--- src/sv/leb_pkg.sv ---
// Shared types and constants for the line edit buffer.
// Used by leb_ctrl, leb_datapath and line_edit_buffer_core; no dependencies.
package leb_pkg;

    localparam int KIND_W         = 3;
    localparam int CHAR_W         = 8;
    localparam int IDX_W          = 7;
    localparam int LINE_BYTES_DEF = 128;

    typedef enum logic [KIND_W-1:0] {
        KIND_INSERT    = 3'd0,
        KIND_BACKSPACE = 3'd1,
        KIND_LEFT      = 3'd2,
        KIND_RIGHT     = 3'd3,
        KIND_HOME      = 3'd4,
        KIND_END       = 3'd5,
        KIND_CLEAR     = 3'd6,
        KIND_READ      = 3'd7
    } kind_t;

    typedef enum logic [2:0] {
        ST_IDLE,
        ST_DECODE,
        ST_SHIFT,
        ST_DRAIN,
        ST_WRCHAR,
        ST_COMMIT,
        ST_RESP
    } leb_state_t;

    // controller to datapath
    typedef struct packed {
        logic load;
        logic decode;
        logic shift;
        logic drain;
        logic write_char;
        logic commit_bs;
        logic rsp_load;
    } leb_ctrl_t;

    // datapath to controller
    typedef struct packed {
        logic ins_go;
        logic bs_go;
        logic shift_req;
        logic shift_last;
        logic rsp_free;
    } leb_stat_t;

endpackage

--- src/sv/line_edit_buffer_core.sv ---
// Line edit buffer: a line store with cursor and length, one command per item.
// Command channel: cmd_valid/cmd_stall with kind, char_in, read_index.
// Response channel: rsp_valid/rsp_stall with ok, cursor_pos, line_length, read_byte.
// Exactly one response item per command item, in order.
// One command is worked at a time; cmd_stall is low only while the sequencer is idle.
// The next command can be taken in the cycle after the response is loaded.
// Cursor moves, clear and read go from decode straight to the response state.
// Backspace goes through decode, then shift and drain when a tail has to move, then commit and response.
// Insert goes through decode, then shift and drain when it lands inside the text, then char write and response.
// The shift moves one byte per cycle through the store's single write port.
// The response register holds a finished item while rsp_stall is high; the
// sequencer waits in its response state and takes no new command until it is free.
// Reset clears cursor, length and all handshake state. The store itself needs no
// clearing pass: bytes at or past the end of text read as zero, so the block is
// ready as soon as reset is released, and clear only resets cursor and length.
// Depends on leb_pkg, leb_ctrl and leb_datapath.
module line_edit_buffer_core #(
    parameter int LINE_BYTES = leb_pkg::LINE_BYTES_DEF
) (
    input  logic                        clk,
    input  logic                        rst_n,
    input  logic                        cmd_valid,
    output logic                        cmd_stall,
    input  logic [leb_pkg::KIND_W-1:0]  kind,
    input  logic [leb_pkg::CHAR_W-1:0]  char_in,
    input  logic [leb_pkg::IDX_W-1:0]   read_index,
    output logic                        rsp_valid,
    input  logic                        rsp_stall,
    output logic                        ok,
    output logic [leb_pkg::IDX_W-1:0]   cursor_pos,
    output logic [leb_pkg::IDX_W-1:0]   line_length,
    output logic [leb_pkg::CHAR_W-1:0]  read_byte
);
    import leb_pkg::*;

    leb_ctrl_t ctrl;
    leb_stat_t stat;

    leb_ctrl u_ctrl (
        .clk       (clk),
        .rst_n     (rst_n),
        .cmd_valid (cmd_valid),
        .cmd_stall (cmd_stall),
        .stat      (stat),
        .ctrl      (ctrl)
    );

    leb_datapath #(
        .LINE_BYTES (LINE_BYTES)
    ) u_datapath (
        .clk         (clk),
        .rst_n       (rst_n),
        .ctrl        (ctrl),
        .stat        (stat),
        .kind        (kind),
        .char_in     (char_in),
        .read_index  (read_index),
        .rsp_stall   (rsp_stall),
        .rsp_valid   (rsp_valid),
        .ok          (ok),
        .cursor_pos  (cursor_pos),
        .line_length (line_length),
        .read_byte   (read_byte)
    );

endmodule

--- src/sv/leb_ctrl.sv ---
// Command sequencer for the line edit buffer.
// Depends on leb_pkg for the state enum and the command/status structs.
module leb_ctrl (
    input  logic                clk,
    input  logic                rst_n,
    input  logic                cmd_valid,
    output logic                cmd_stall,
    input  leb_pkg::leb_stat_t  stat,
    output leb_pkg::leb_ctrl_t  ctrl
);
    import leb_pkg::*;

    leb_state_t state_reg;
    leb_state_t state_next;

    always_ff @(posedge clk or negedge rst_n)
    begin
        if (!rst_n)
        begin
            state_reg <= ST_IDLE;
        end
        else
        begin
            state_reg <= state_next;
        end
    end

    always_comb
    begin
        state_next = state_reg;
        case (state_reg)
            ST_IDLE:
            begin
                if (cmd_valid)
                begin
                    state_next = ST_DECODE;
                end
            end
            ST_DECODE:
            begin
                if (stat.shift_req)
                begin
                    state_next = ST_SHIFT;
                end
                else if (stat.ins_go)
                begin
                    state_next = ST_WRCHAR;
                end
                else if (stat.bs_go)
                begin
                    state_next = ST_COMMIT;
                end
                else
                begin
                    state_next = ST_RESP;
                end
            end
            ST_SHIFT:
            begin
                if (stat.shift_last)
                begin
                    state_next = ST_DRAIN;
                end
            end
            ST_DRAIN:
            begin
                state_next = stat.ins_go ? ST_WRCHAR : ST_COMMIT;
            end
            ST_WRCHAR:
            begin
                state_next = ST_RESP;
            end
            ST_COMMIT:
            begin
                state_next = ST_RESP;
            end
            ST_RESP:
            begin
                if (stat.rsp_free)
                begin
                    state_next = ST_IDLE;
                end
            end
            default:
            begin
                state_next = ST_IDLE;
            end
        endcase
    end

    always_comb
    begin
        ctrl      = '0;
        cmd_stall = 1'b1;
        case (state_reg)
            ST_IDLE:
            begin
                cmd_stall = 1'b0;
                ctrl.load = cmd_valid;
            end
            ST_DECODE:
            begin
                ctrl.decode = 1'b1;
            end
            ST_SHIFT:
            begin
                ctrl.shift = 1'b1;
            end
            ST_DRAIN:
            begin
                ctrl.drain = 1'b1;
            end
            ST_WRCHAR:
            begin
                ctrl.write_char = 1'b1;
            end
            ST_COMMIT:
            begin
                ctrl.commit_bs = 1'b1;
            end
            ST_RESP:
            begin
                ctrl.rsp_load = stat.rsp_free;
            end
            default:
            begin
                ctrl = '0;
            end
        endcase
    end

endmodule

--- src/sv/leb_datapath.sv ---
// Line store, cursor and length registers, shift pointer and result register.
// Depends on leb_pkg; driven by leb_ctrl through leb_ctrl_t / leb_stat_t.
module leb_datapath #(
    parameter int LINE_BYTES = leb_pkg::LINE_BYTES_DEF
) (
    input  logic                        clk,
    input  logic                        rst_n,
    input  leb_pkg::leb_ctrl_t          ctrl,
    output leb_pkg::leb_stat_t          stat,
    input  logic [leb_pkg::KIND_W-1:0]  kind,
    input  logic [leb_pkg::CHAR_W-1:0]  char_in,
    input  logic [leb_pkg::IDX_W-1:0]   read_index,
    input  logic                        rsp_stall,
    output logic                        rsp_valid,
    output logic                        ok,
    output logic [leb_pkg::IDX_W-1:0]   cursor_pos,
    output logic [leb_pkg::IDX_W-1:0]   line_length,
    output logic [leb_pkg::CHAR_W-1:0]  read_byte
);
    import leb_pkg::*;

    localparam int AW = (LINE_BYTES > 1) ? $clog2(LINE_BYTES) : 1;
    localparam logic [AW-1:0] LAST_SLOT = AW'(LINE_BYTES - 1);

    logic [CHAR_W-1:0] mem [LINE_BYTES];

    kind_t             kind_reg;
    logic [CHAR_W-1:0] char_reg;
    logic [IDX_W-1:0]  ridx_reg;

    logic [AW-1:0]     cursor_reg, cursor_next;
    logic [AW-1:0]     len_reg, len_next;
    logic [AW-1:0]     ptr_reg, ptr_next;
    logic [AW-1:0]     wr_addr_reg;
    logic              wr_pend_reg, wr_pend_next;
    logic [CHAR_W-1:0] rdata_reg;
    logic              ok_res_reg, read_hit_reg;

    logic              rsp_valid_reg, rsp_valid_next;
    logic              ok_out_reg;
    logic [IDX_W-1:0]  cursor_out_reg, len_out_reg;
    logic [CHAR_W-1:0] byte_out_reg;

    logic              in_text, is_ins, ins_go, bs_go, read_ok, read_hit, ok_calc;
    logic              mem_we, mem_re;
    logic [AW-1:0]     mem_waddr, mem_raddr;
    logic [CHAR_W-1:0] mem_wdata;

    // command checks, all from state before the command takes effect
    always_comb
    begin
        in_text  = cursor_reg < len_reg;
        is_ins   = kind_reg == KIND_INSERT;
        ins_go   = is_ins && (char_reg != '0) && (cursor_reg != LAST_SLOT)
                   && !(in_text && (len_reg == LAST_SLOT));
        bs_go    = (kind_reg == KIND_BACKSPACE) && (cursor_reg != '0);
        read_ok  = 32'(ridx_reg) < 32'(LINE_BYTES);
        // reads at or past the end of text always return a zero byte
        read_hit = (kind_reg == KIND_READ) && (32'(ridx_reg) < 32'(len_reg));
        case (kind_reg)
            KIND_INSERT:    ok_calc = ins_go;
            KIND_BACKSPACE: ok_calc = bs_go;
            KIND_LEFT:      ok_calc = cursor_reg != '0;
            KIND_RIGHT:     ok_calc = in_text;
            KIND_HOME:      ok_calc = 1'b1;
            KIND_END:       ok_calc = 1'b1;
            KIND_CLEAR:     ok_calc = 1'b1;
            KIND_READ:      ok_calc = read_ok;
            default:        ok_calc = 1'b0;
        endcase
    end

    always_comb
    begin
        stat.ins_go     = ins_go;
        stat.bs_go      = bs_go;
        stat.shift_req  = (ins_go || bs_go) && in_text;
        stat.shift_last = is_ins ? (ptr_reg == cursor_reg)
                                 : (ptr_reg == (len_reg - AW'(1)));
        stat.rsp_free   = !rsp_valid_reg || !rsp_stall;
    end

    always_comb
    begin
        cursor_next  = cursor_reg;
        len_next     = len_reg;
        ptr_next     = ptr_reg;
        wr_pend_next = wr_pend_reg;
        if (ctrl.decode)
        begin
            // insert walks down from the last char, backspace up from the cursor
            ptr_next     = is_ins ? (len_reg - AW'(1)) : cursor_reg;
            wr_pend_next = 1'b0;
            case (kind_reg)
                KIND_LEFT:
                begin
                    if (cursor_reg != '0)
                    begin
                        cursor_next = cursor_reg - AW'(1);
                    end
                end
                KIND_RIGHT:
                begin
                    if (in_text)
                    begin
                        cursor_next = cursor_reg + AW'(1);
                    end
                end
                KIND_HOME:
                begin
                    cursor_next = '0;
                end
                KIND_END:
                begin
                    cursor_next = len_reg;
                end
                KIND_CLEAR:
                begin
                    cursor_next = '0;
                    len_next    = '0;
                end
                default:
                begin
                    cursor_next = cursor_reg;
                end
            endcase
        end
        if (ctrl.shift)
        begin
            ptr_next     = is_ins ? (ptr_reg - AW'(1)) : (ptr_reg + AW'(1));
            wr_pend_next = 1'b1;
        end
        if (ctrl.drain)
        begin
            wr_pend_next = 1'b0;
        end
        if (ctrl.write_char)
        begin
            cursor_next = cursor_reg + AW'(1);
            len_next    = len_reg + AW'(1);
        end
        if (ctrl.commit_bs)
        begin
            cursor_next = cursor_reg - AW'(1);
            len_next    = len_reg - AW'(1);
        end
    end

    // write one place behind the read: data read last cycle lands next to its source
    always_comb
    begin
        mem_we    = ((ctrl.shift || ctrl.drain) && wr_pend_reg) || ctrl.write_char;
        mem_waddr = ctrl.write_char ? cursor_reg : wr_addr_reg;
        mem_wdata = ctrl.write_char ? char_reg : rdata_reg;
        mem_re    = ctrl.shift || (ctrl.decode && read_hit);
        mem_raddr = ctrl.shift ? ptr_reg : AW'(ridx_reg);
    end

    always_comb
    begin
        rsp_valid_next = rsp_valid_reg;
        if (ctrl.rsp_load)
        begin
            rsp_valid_next = 1'b1;
        end
        else if (!rsp_stall)
        begin
            rsp_valid_next = 1'b0;
        end
    end

    always_ff @(posedge clk or negedge rst_n)
    begin
        if (!rst_n)
        begin
            cursor_reg    <= '0;
            len_reg       <= '0;
            wr_pend_reg   <= 1'b0;
            rsp_valid_reg <= 1'b0;
        end
        else
        begin
            cursor_reg    <= cursor_next;
            len_reg       <= len_next;
            wr_pend_reg   <= wr_pend_next;
            rsp_valid_reg <= rsp_valid_next;
        end
    end

    always_ff @(posedge clk)
    begin
        ptr_reg <= ptr_next;
        if (ctrl.load)
        begin
            kind_reg <= kind_t'(kind);
            char_reg <= char_in;
            ridx_reg <= read_index;
        end
        if (ctrl.decode)
        begin
            ok_res_reg   <= ok_calc;
            read_hit_reg <= read_hit;
        end
        if (ctrl.shift)
        begin
            wr_addr_reg <= is_ins ? (ptr_reg + AW'(1)) : (ptr_reg - AW'(1));
        end
        if (ctrl.rsp_load)
        begin
            ok_out_reg     <= ok_res_reg;
            cursor_out_reg <= IDX_W'(cursor_reg);
            len_out_reg    <= IDX_W'(len_reg);
            byte_out_reg   <= read_hit_reg ? rdata_reg : '0;
        end
    end

    always_ff @(posedge clk)
    begin
        if (mem_we)
        begin
            mem[mem_waddr] <= mem_wdata;
        end
        if (mem_re)
        begin
            rdata_reg <= mem[mem_raddr];
        end
    end

    assign rsp_valid   = rsp_valid_reg;
    assign ok          = ok_out_reg;
    assign cursor_pos  = cursor_out_reg;
    assign line_length = len_out_reg;
    assign read_byte   = byte_out_reg;

endmodule

--- config.mk ---
export PLATFORM = sky130hd
export DESIGN_NAME = line_edit_buffer_core
export DESIGN_NICKNAME = d
export VERILOG_FILES = /design/src/sv/leb_pkg.sv /design/src/sv/line_edit_buffer_core.sv /design/src/sv/leb_ctrl.sv /design/src/sv/leb_datapath.sv
export SDC_FILE = /design/constraint.sdc
export NUM_CORES = 1
export LEC_CHECK = 0
export ABC_CLOCK_PERIOD_IN_PS = 5200
export BUFFER_PORTS_ARGS = -buffer_cell sky130_fd_sc_hd__buf_4
export CAP_MARGIN = 20
export CORE_ASPECT_RATIO = 1.1
export CORE_MARGIN = 2
export CORE_UTILIZATION = 25
export DETAILED_ROUTE_END_ITERATION = 12
export PLACE_DENSITY = 0.37
export SYNTH_ARGS = -nofsm -noshare
export SYNTH_HDL_FRONTEND = slang
export SYNTH_SLANG_ARGS = --single-unit
export TNS_END_PERCENT = 30
--- constraint.sdc ---
create_clock -name clk -period 5.2 [get_ports clk]
set_input_delay 0.78 -clock clk [delete_from_list [all_inputs] [get_ports clk]]
set_output_delay 0.78 -clock clk [all_outputs]
set_load 0.01 [all_outputs]
=== Word-level counts from Yosys, hierarchy flattened ===
Memory sizes are Yosys's and may differ from the RTL's. A register that Yosys moved wholly into a read port is not among the register bits.
Cells that the tools add are included.

* Bits in registers: 76
* Memory bits (writable): 1,024
* Input port bits: 22
* Output and inout bits: 25
* Logic and storage cells: 123
* Memories kept: 1

* Add/subtract/negate cells: 6
* $lt $le $gt $ge: 2
* Eq/ne operators: 23
* Mux-type cells: 43
* Reductions and logical operators: 32

{| class="wikitable"
|+ Memories
! name !! words !! bits a word !! rd ports !! clocked after Yosys merged registers in !! write ports !! line !! RTL
|-
| u_datapath.mem || 128 || 8 || 1 || 1 || 1 || leb_datapath.sv:25 || <nowiki>logic [CHAR_W-1:0] mem [LINE_BYTES];</nowiki>
|}

{| class="wikitable"
|+ Operators with widths
! cell !! number
|-
| 7-bit two-way mux || 16
|-
| 7-bit one-hot mux with 4 select lines || 1
|-
| 7-bit by 1-bit adder with 7-bit output (second input constant) || 3
|-
| 3-bit == test (second input constant) || 7
|-
| 7-bit by 1-bit subtractor with 7-bit output (second input constant) || 3
|-
| 3-bit one-hot mux with 6 select lines || 1
|-
| 1-bit two-way mux || 17
|-
| 3-bit two-way mux || 5
|-
| 7-bit == test || 2
|-
| 7-bit < comparator || 2
|-
| 3-bit by 2-bit == test with 1-bit output (second input constant) || 4
|-
| 1-bit logical AND || 9
|-
| 3-bit nonzero test || 3
|-
| 8-bit two-way mux || 1
|-
| 4-bit by 2-bit inequality test with 1-bit output (second input constant) || 2
|-
| 8-bit nonzero test || 1
|-
| 7-bit == test (second input constant) || 1
|-
| 7-bit inequality test (second input constant) || 1
|-
| 7-bit nonzero test || 1
|-
| 3-bit by 1-bit == test with 1-bit output (second input constant) || 2
|-
| 3-bit logical NOT || 2
|-
| 6-bit nonzero test || 1
|-
| 1-bit logical OR || 5
|-
| 1-bit one-hot mux with 5 select lines || 1
|-
| other kinds (10) || 15
|}

=== Depth between registers and ports, before layout ===
Gate-level depths: netlist of run 1.

* Depth in word-level cells: 8
* Gate-level depth with buffers: 15
* Gate-level depth less buffers: 10

=== By module ===
A second synthesis of run 1 with hierarchy kept.

* Cell total of the unflattened synthesis: 3,249
* Area total of the unflattened synthesis: 45,253.4 um^2

{| class="wikitable"
|+ Modules (own cells, without submodules)
! module !! instances !! cells an instance !! area an instance (um^2) !! seq. area each (um^2)
|-
| leb_datapath || 1 || 3,220 || 45,016.9 || 33,101.7
|-
| leb_ctrl || 1 || 29 || 236.5 || 75.1
|}

=== Worst setup path before layout of run 1 ===
Ideal clock, no wire load.

* Path kind: register to register
* Start: register u_ctrl.state_reg[1]
* End: memory u_datapath.mem[0][0] (data pin)
* Library setup time: 0.511 ns
* Arrival time: 2.958 ns
* Data required time: 4.689 ns
* Setup slack: 1.731 ns
* Cell stages (with the launch flop): 7
* Path buffers: 2
* Period minus slack after synthesis: 3.469 ns
* Cell sequence: dfrtp_1 buf_2 nand2b_1 nor2_1 clkbuf_1 nand2_1 nand2_1

* Cells in the longest elaborated chain, start to end: 3

{| class="wikitable"
|+ Ends and longest elaborated chain
! item !! line !! RTL
|-
| start: declaration || leb_ctrl.sv:13 || <nowiki>leb_state_t state_reg;</nowiki>
|-
| start signal: assignment || leb_ctrl.sv:24 || <nowiki>state_reg <= state_next;</nowiki>
|-
| 3-bit == test || leb_ctrl.sv:95 || <nowiki>case (state_reg)</nowiki>
|-
| 1-bit two-way mux || leb_ctrl.sv:95 ||
|-
| 8-bit two-way mux || leb_datapath.sv:154 || <nowiki>mem_wdata = ctrl.write_char ? char_reg : rdata_reg;</nowiki>
|-
| named net u_datapath.mem_wdata[0] || leb_datapath.sv:47 || <nowiki>logic [CHAR_W-1:0] mem_wdata;</nowiki>
|-
| end: declaration || leb_datapath.sv:25 ||
|}

The timed path passes the listed nets, and every way through them passes these cells.

=== Worst setup path after layout of run 1 ===
* Start: register u_ctrl.state_reg[0]
* End: register u_datapath.rdata_reg[2], read port of u_datapath.mem (data pin)

* Cells in the longest elaborated chain, start to end: 4
* Elaborated cells on any way between the ends: 7
* Classes of those cells: eq/ne: 2; mux: 3; reduce/logical: 2

{| class="wikitable"
|+ Ends and longest elaborated chain
! item !! line !! RTL
|-
| 3-bit by 1-bit == test with 1-bit output || leb_ctrl.sv:95 ||
|-
| 1-bit two-way mux || leb_ctrl.sv:95 ||
|-
| 1-bit logical AND || leb_datapath.sv:155 || <nowiki>mem_re = ctrl.shift || (ctrl.decode && read_hit);</nowiki>
|-
| 1-bit logical OR || leb_datapath.sv:155 ||
|-
| end: declaration || leb_datapath.sv:36 || <nowiki>logic [CHAR_W-1:0] rdata_reg;</nowiki>
|}

Parallel ways exist; a longest one is shown, timed or not.
A chain may end at the register's enable or synchronous reset.

==> impl_results.md, run 1 <==
- RSZ-0062 raised after global routing: no
- Design Area, Final: 53620 sq um
- Avg Cell Area, Syn: 12.89 sq um
- Initial core utilization: 25.17%
- Slew headroom: roughly a quarter
- Layout cells sized above 1: 11.03%
- Crit end category: flip-flop
- Initial DRC count: around 2400
- Post-synth EDFFs: 1089
- Setup_tns: 0 ns
- Post-synthesis cell count: roughly 3500
- Synthesized area: 45710 sq um
- Total CTS buffers: 130
- Worst hold path class: input port to flip-flop
- Largest area contributor in the netlist: edfxtp_1
- Largest reg by FF count: u_datapath.mem
- Nets@finish: 3703
- Total power: 32.96 mW
- Max Cap Viol: 0
- Port bufs: 46
- Via-per-instance ratio: 4.747
- Area Growth Syn to Fin: 17.31%
- Status: finished clean
- Worst-Skew Late Latency: 0.78 ns
- Sequential-to-total area share from yosys stat: 72.58%
- Largest net degree at the start of global routing: 129
- Cell area after placement: ~50000 sq um
- Vias in the first global route: 29270
- Fin Clk Skew: 0.03646 ns
- Top FF cell, synth: edfxtp_1
- I/O Pins: 47
- Worst-path clk slew: 0.06 ns
- Yosys Warn Count: 0
- DR vias: slightly below 30000
- First-pass DRT Iterations: 6
- Pre-CTS setup slack: 0.6661 ns
- Max reg flops: around 1000
- Global-route wire length before repair: 230500 um
- Top Family by Delay on Critical Path: compound AO/OA/AOI/OAI gates
- Critical Path Source Type: flip-flop
- PwrDens: 614.7 nW/um^2
- Clock Path Buffers: 3
- FP Rows: 164
- Top cell type's share of synthesized area: between 70% and 80%
- Die Span Y: 452.5 um
- Arr. time, crit path: 5.03 ns
- Commonest non-fill, non-tap cells in the layout: edfxtp_1, nand2_1, nand3_1
- Max Freq: around 220 MHz
- Non-filler cells, final: 6170
- Die ar.: 186300 sq um
- Post-synth cell types: around 70
- Post-route ant nets: 0
- HPWL Detailed: 105300 um
- Die W: about 400 um
- Share of synthesized flip-flops with an asynchronous set or reset: under 10%
- Worst-margin pin slew: 1.132 ns
- CTS root buf: clkbuf_16
- Yosys reg bits: 1108
- Minimum clock period: roughly 4.5 ns
- Placed cell count: 5935
- Peak VDD IR: between 500 and 600 uV
- # setup viols final: 0
- Slew Viols, Final: 0
- Commonest non-fill, non-tap cell in the layout: edfxtp_1
- Htree depth: 4
- WP buf/inv: 2
- Final worst setup slack: 0.6720 ns
- Syn Nets: 3585
- Req. time, crit path: 5.70 ns
- Cell Chain, Critical Path: or3b_2 -> a21oi_4 -> buf_4 -> buf_4 -> and3_1 -> a31oi_1 -> a2111oi_0 -> and3_1 -> nor4_1
- TritonCTS clock tree: yes
- Grt ovf: 0
- Top cells by area, synth: edfxtp_1, nand2_1, nand3_1
- Post-route DRC: 0
- Antenna violations before repair: 6
- Cts hold-fix bufs: 1
- CP max-delay cell: a21oi_4
- # Post-CTS Setup Buffers: 0
- CTS sink count: 1108
- Crit share post-route: between 80% and 90%
- Lkg Pwr: 17.90 nW
- Tot GR Track Use: around 17%
- Worst-path fanout max: 21
- RePlAce Congestion: 0.8494
- Routed WL: 161900 um
- Hold Fails Final Rpt: 0
- CP peak stage delay: approximately 0.90 ns
- Worst Setup Path Type: flip-flop to flip-flop
- Core region area: 181600 sq um
- Wire per inst: 26.24 um
- Cts repair resizes: 0
metal layers:
layer / routed length [um] / GRT usage [%] / vias to the layer above
met5: 7 / 0 / -
met4: 3950 / 4.962 / 2
met3: 5985 / 2.212 / 188
met2: 79330 / 29.06 / 677
met1: 72650 / 23.07 / 15110
li1: - / - / 13320
cell usage after synthesis (5+ instances only):
master	number
edfxtp_1	1089
nand2_1	921
nand3_1	391
nor2_1	188
a21oi_1	131
buf_2	107
mux2i_1	105
clkbuf_1	68
a31oi_1	65
o21ai_0	37
and3_1	34
xnor2_1	26
inv_1	21
nor3_1	21
dfrtp_1	19
ha_1	18
a22oi_1	17
a32oi_1	17
nand4_1	17
buf_1	16
o22ai_1	16
nor4_1	14
and2_1	12
a221oi_1	11
a32o_1	11
o2111ai_1	10
o221ai_1	10
o31ai_1	10
buf_6	9
nand3b_1	8
nor2b_1	8
o211ai_1	8
a2111oi_0	7
a21o_1	7
buf_4	7
nand2b_1	7
nor2_2	7
or3_1	7
xor2_1	6
a311oi_1	5
mux4_2	5
o31a_1	5
area by class of cell:
type	count	area, sq um
Timing Repair Buffer	193	1710
Sequential cell	1108	33180
Clock buffer	166	3505
Multi-Input combinational cell	2209	11570
Fill cell	18530	128000
Clock inverter	65	566.8
Antenna cell	1	2.502
Inverter	21	78.83
Tap cell	2407	3012
power by group:
group          switching (mW)  leakage (nW)  internal, mW
logic                    8.71          5.86          2.89
registers               0.384          10.1          12.1
clock network            3.78          1.98          5.12
total                    12.9          17.9          20.1
worst paths after layout:
check / slack [ns] / depth (start not counted) / end / start
min in group asynchronous: 0.44 / 2 / u_datapath.cursor_reg[1] / rst_n
min reg2reg: 0.43 / 0 / u_datapath.ok / u_datapath.ok_res_reg
max reg2reg: 0.67 / 9 / u_datapath.rdata_reg[2] / u_ctrl.state_reg[0]
max in group asynchronous: 4.50 / 2 / u_datapath.len_reg[4] / rst_n
min: 0.19 / 1 / u_datapath.kind_reg[2] / kind[2]
max: 0.67 / 9 / u_datapath.rdata_reg[2] / u_ctrl.state_reg[0]
through the flow:
stage	utilization [%]	hold WS, ns
finish	29.53	0.1857
detailed placement	27.27	0.4173
floorplan	-	0.4003
CTS	29.51	0.1039
global placement	27.26	0.4211
global route	29.53	0.1394
cells by family after synthesis:
kind of cell / share of synthesized area (%)
buffers and inverters: 2.370
xor gates and xnor gates: 0.6131
adders and majority gates: 0.4927
muxes: 2.773
AOI/OAI and AO/OA: 5.718
and+or+nand+nor: 15.45
DFF: 72.58
Note: power is estimated with default switching activity, not from simulation.
==> run 2, diff against run 1 <==
--- a/config.mk
+++ b/config.mk
@@ -6,14 +6,14 @@
 export NUM_CORES = 1
 export LEC_CHECK = 0
 export ABC_CLOCK_PERIOD_IN_PS = 5200
-export BUFFER_PORTS_ARGS = -buffer_cell sky130_fd_sc_hd__buf_4
 export CAP_MARGIN = 20
 export CORE_ASPECT_RATIO = 1.1
 export CORE_MARGIN = 2
 export CORE_UTILIZATION = 25
 export DETAILED_ROUTE_END_ITERATION = 12
+export DONT_BUFFER_PORTS = 1
 export PLACE_DENSITY = 0.37
 export SYNTH_ARGS = -nofsm -noshare
 export SYNTH_HDL_FRONTEND = slang
 export SYNTH_SLANG_ARGS = --single-unit
-export TNS_END_PERCENT = 30
+export TNS_END_PERCENT = 10
==> run 2 against run 1 <==
  * Design area down 1.1%
  * Wire length down 0.94%
  * Critical path depth up 1
  * Non-clock buffer count down 25
  * Global-route usage down 0.19 points
  * Via count down 1.3%
  * Fmax down 3.3%
  * Utilization down 0.34 points
  * Register-to-register slack worse by 0.15 ns
  * First-iteration DRC count down 1.4%
==> impl_results.md, run 2 (synthesis results as in run 1) <==
- Internal: 19.55 mW
- Critical Path Source Type: flip-flop
- Slew headroom: 20.68%
- Htree depth: 3
- Crit share post-route: 90.01%
- RePlAce Congestion: 0.8072
- Commonest non-fill, non-tap cell in the layout: edfxtp_1
- Sw Pwr: 12.78 mW
- PwrDens: about 610 nW/um^2
- TritonCTS clock tree: yes
- Largest reg by FF count: u_datapath.mem
- Max Freq: 213.6 MHz
- Wire per inst: 26.19 um
- Switching Fraction: 39.53%
- Arr. time, crit path: 5.27 ns
- Cell area after placement: 49320 sq um
- Minimum clock period: 4.681 ns
- HPWL Detailed: 103600 um
- First-pass DRT Iterations: 8
- Hold Fails Final Rpt: 0
- Worst Setup Path Type: flip-flop to flip-flop
- Worst hold path class: input port to flip-flop
- Routed WL: 160400 um
- FP Rows: 164
- Total CTS buffers: 118
- Worst-path clk slew: about 0.060 ns
- Non-filler cells, final: 6125
- Core region area: 181600 sq um
- CP peak stage delay: 1.00 ns
- Lkg Pwr: 17.60 nW
- Cell Chain, Critical Path: or3b_2 -> a21oi_4 -> buf_12 -> buf_4 -> nand2_1 -> a32o_1 -> a221oi_1 -> o22ai_1 -> o31a_1 -> nor4_2
- Crit end category: flip-flop
- Vias in the first global route: 28790
- Die ar.: 186300 sq um
- CP max-delay cell: a21oi_4
- Worst-margin pin slew: 1.187 ns
- Design Area, Final: roughly 53000 sq um
- Fin Clk Skew: 0.05671 ns
- Global-route wire length before repair: 227800 um
- WP buf/inv: 2
- Post-route DRC: 0
- CTS sink count: 1108
- Worst-Skew Late Latency: between 0.7 and 0.8 ns
- RSZ-0062 raised after global routing: no
- Peak VDD IR: 593.4 uV
- Total power: 32.33 mW
- Layout cells sized above 1: 9.898%
- Clock Path Buffers: 3
- Register share of total power: 38.6%
- Die Span Y: roughly 450 um
- I/O Pins: 47
- Nets@finish: 3666
- Worst-path fanout max: 21
- Max Cap Viol: 0
- Port bufs: 0
- Diodes inserted: 0
- Tot GR Track Use: between 15 and 20%
- Grt ovf: 0
- Post-route ant nets: 0
- Via-per-instance ratio: between 4 and 5
- Initial core utilization: 25.17%
- DR vias: 28900
- Req. time, crit path: approximately 5.8 ns
- Core Util, Final: 29.19%
- Slew Viols, Final: 0
- Placed cell count: 5910
- Status: finished clean
- Initial DRC count: 2403
- Antenna violations before repair: 5
- Top Family by Delay on Critical Path: compound AO/OA/AOI/OAI gates
- Die W: 411.7 um
- Clk pwr share: 25.5%
- # Post-CTS Setup Buffers: 0
- Largest net degree at the start of global routing: 129
- Area Growth Syn to Fin: 15.96%
- Setup_tns: 0 ns
- # setup viols final: 0
- Combinational share of power: 35.9%
- CTS root buf: clkbuf_16
- Max reg flops: 1024
- Commonest non-fill, non-tap cells in the layout: edfxtp_1, nand2_1, nand3_1
-- run 2: cell count changes in the layout (fill, tap and decap cells not counted), sizes merged --
| cell | change |
|---|---|
| buf | -26 |
| clkinv | -1 |
| dlymetal6s2s | +1 |
| clkbuf | -15 |
| bufinv | +1 |
| diode | -1 |
| clkinvlp | -1 |
| inv | -3 |
-- run 2: power groups by stage --
stage / Clock [mW] / Sequential, mW / Combinational, mW
floorplan: 0 / 12.7 / 6.19
global placement: 0 / 12.7 / 11.9
detailed placement: 0 / 12.7 / 11.9
CTS: 8.45 / 12.5 / 11.9
global route: 8.74 / 12.5 / 12.6
finish: 8.23 / 12.5 / 11.6
-- run 2: repair_timing --
item / in CTS / in global routing
endpoints found under the hold margin: 19 / 0
hold buffers: 2 / 0
resized for setup: 0 / 0
-- run 2: through the flow --
step,setup WS (ns),hold WS (ns)
finish,0.5194,0.1125
global route,0.3377,0.07740
CTS,0.5071,0.04335
detailed placement,0.5300,0.4120
global placement,0.5236,0.4113
floorplan,1.731,0.4003
-- run 2: worst paths after layout --
check                           slack (ns)  depth (start not counted)                       end             startpoint
worst max-delay path                  0.52                         10   u_datapath.rdata_reg[7]    u_ctrl.state_reg[0]
worst min-delay path                  0.11                          0    u_datapath.ridx_reg[4]          read_index[4]
worst max register to register        0.52                         10   u_datapath.rdata_reg[7]    u_ctrl.state_reg[0]
worst min register to register        0.42                          0             u_datapath.ok  u_datapath.ok_res_reg
max in group asynchronous             4.56                          2  u_datapath.cursor_reg[6]                  rst_n
min in group asynchronous             0.48                          2       u_ctrl.state_reg[2]                  rst_n
-- run 2: final cells by class --
cell class                      instances  area (sq um)
Fill cell                           18490        128600
Sequential cell                      1108         33180
Multi-Input combinational cell       2209         11570
Clock buffer                          151          3129
Tap cell                             2407          3012
Timing Repair Buffer                  168          1529
Clock inverter                         61         516.7
Inverter                               21         78.83
-- run 2: layer usage --
layer	vias to the layer above	wire, um	track usage, %
li1	13240	-	-
met1	14840	71580	22.81
met2	660	78710	28.83
met3	173	6407	2.219
met4	0	3697	4.619
met5	-	0	0
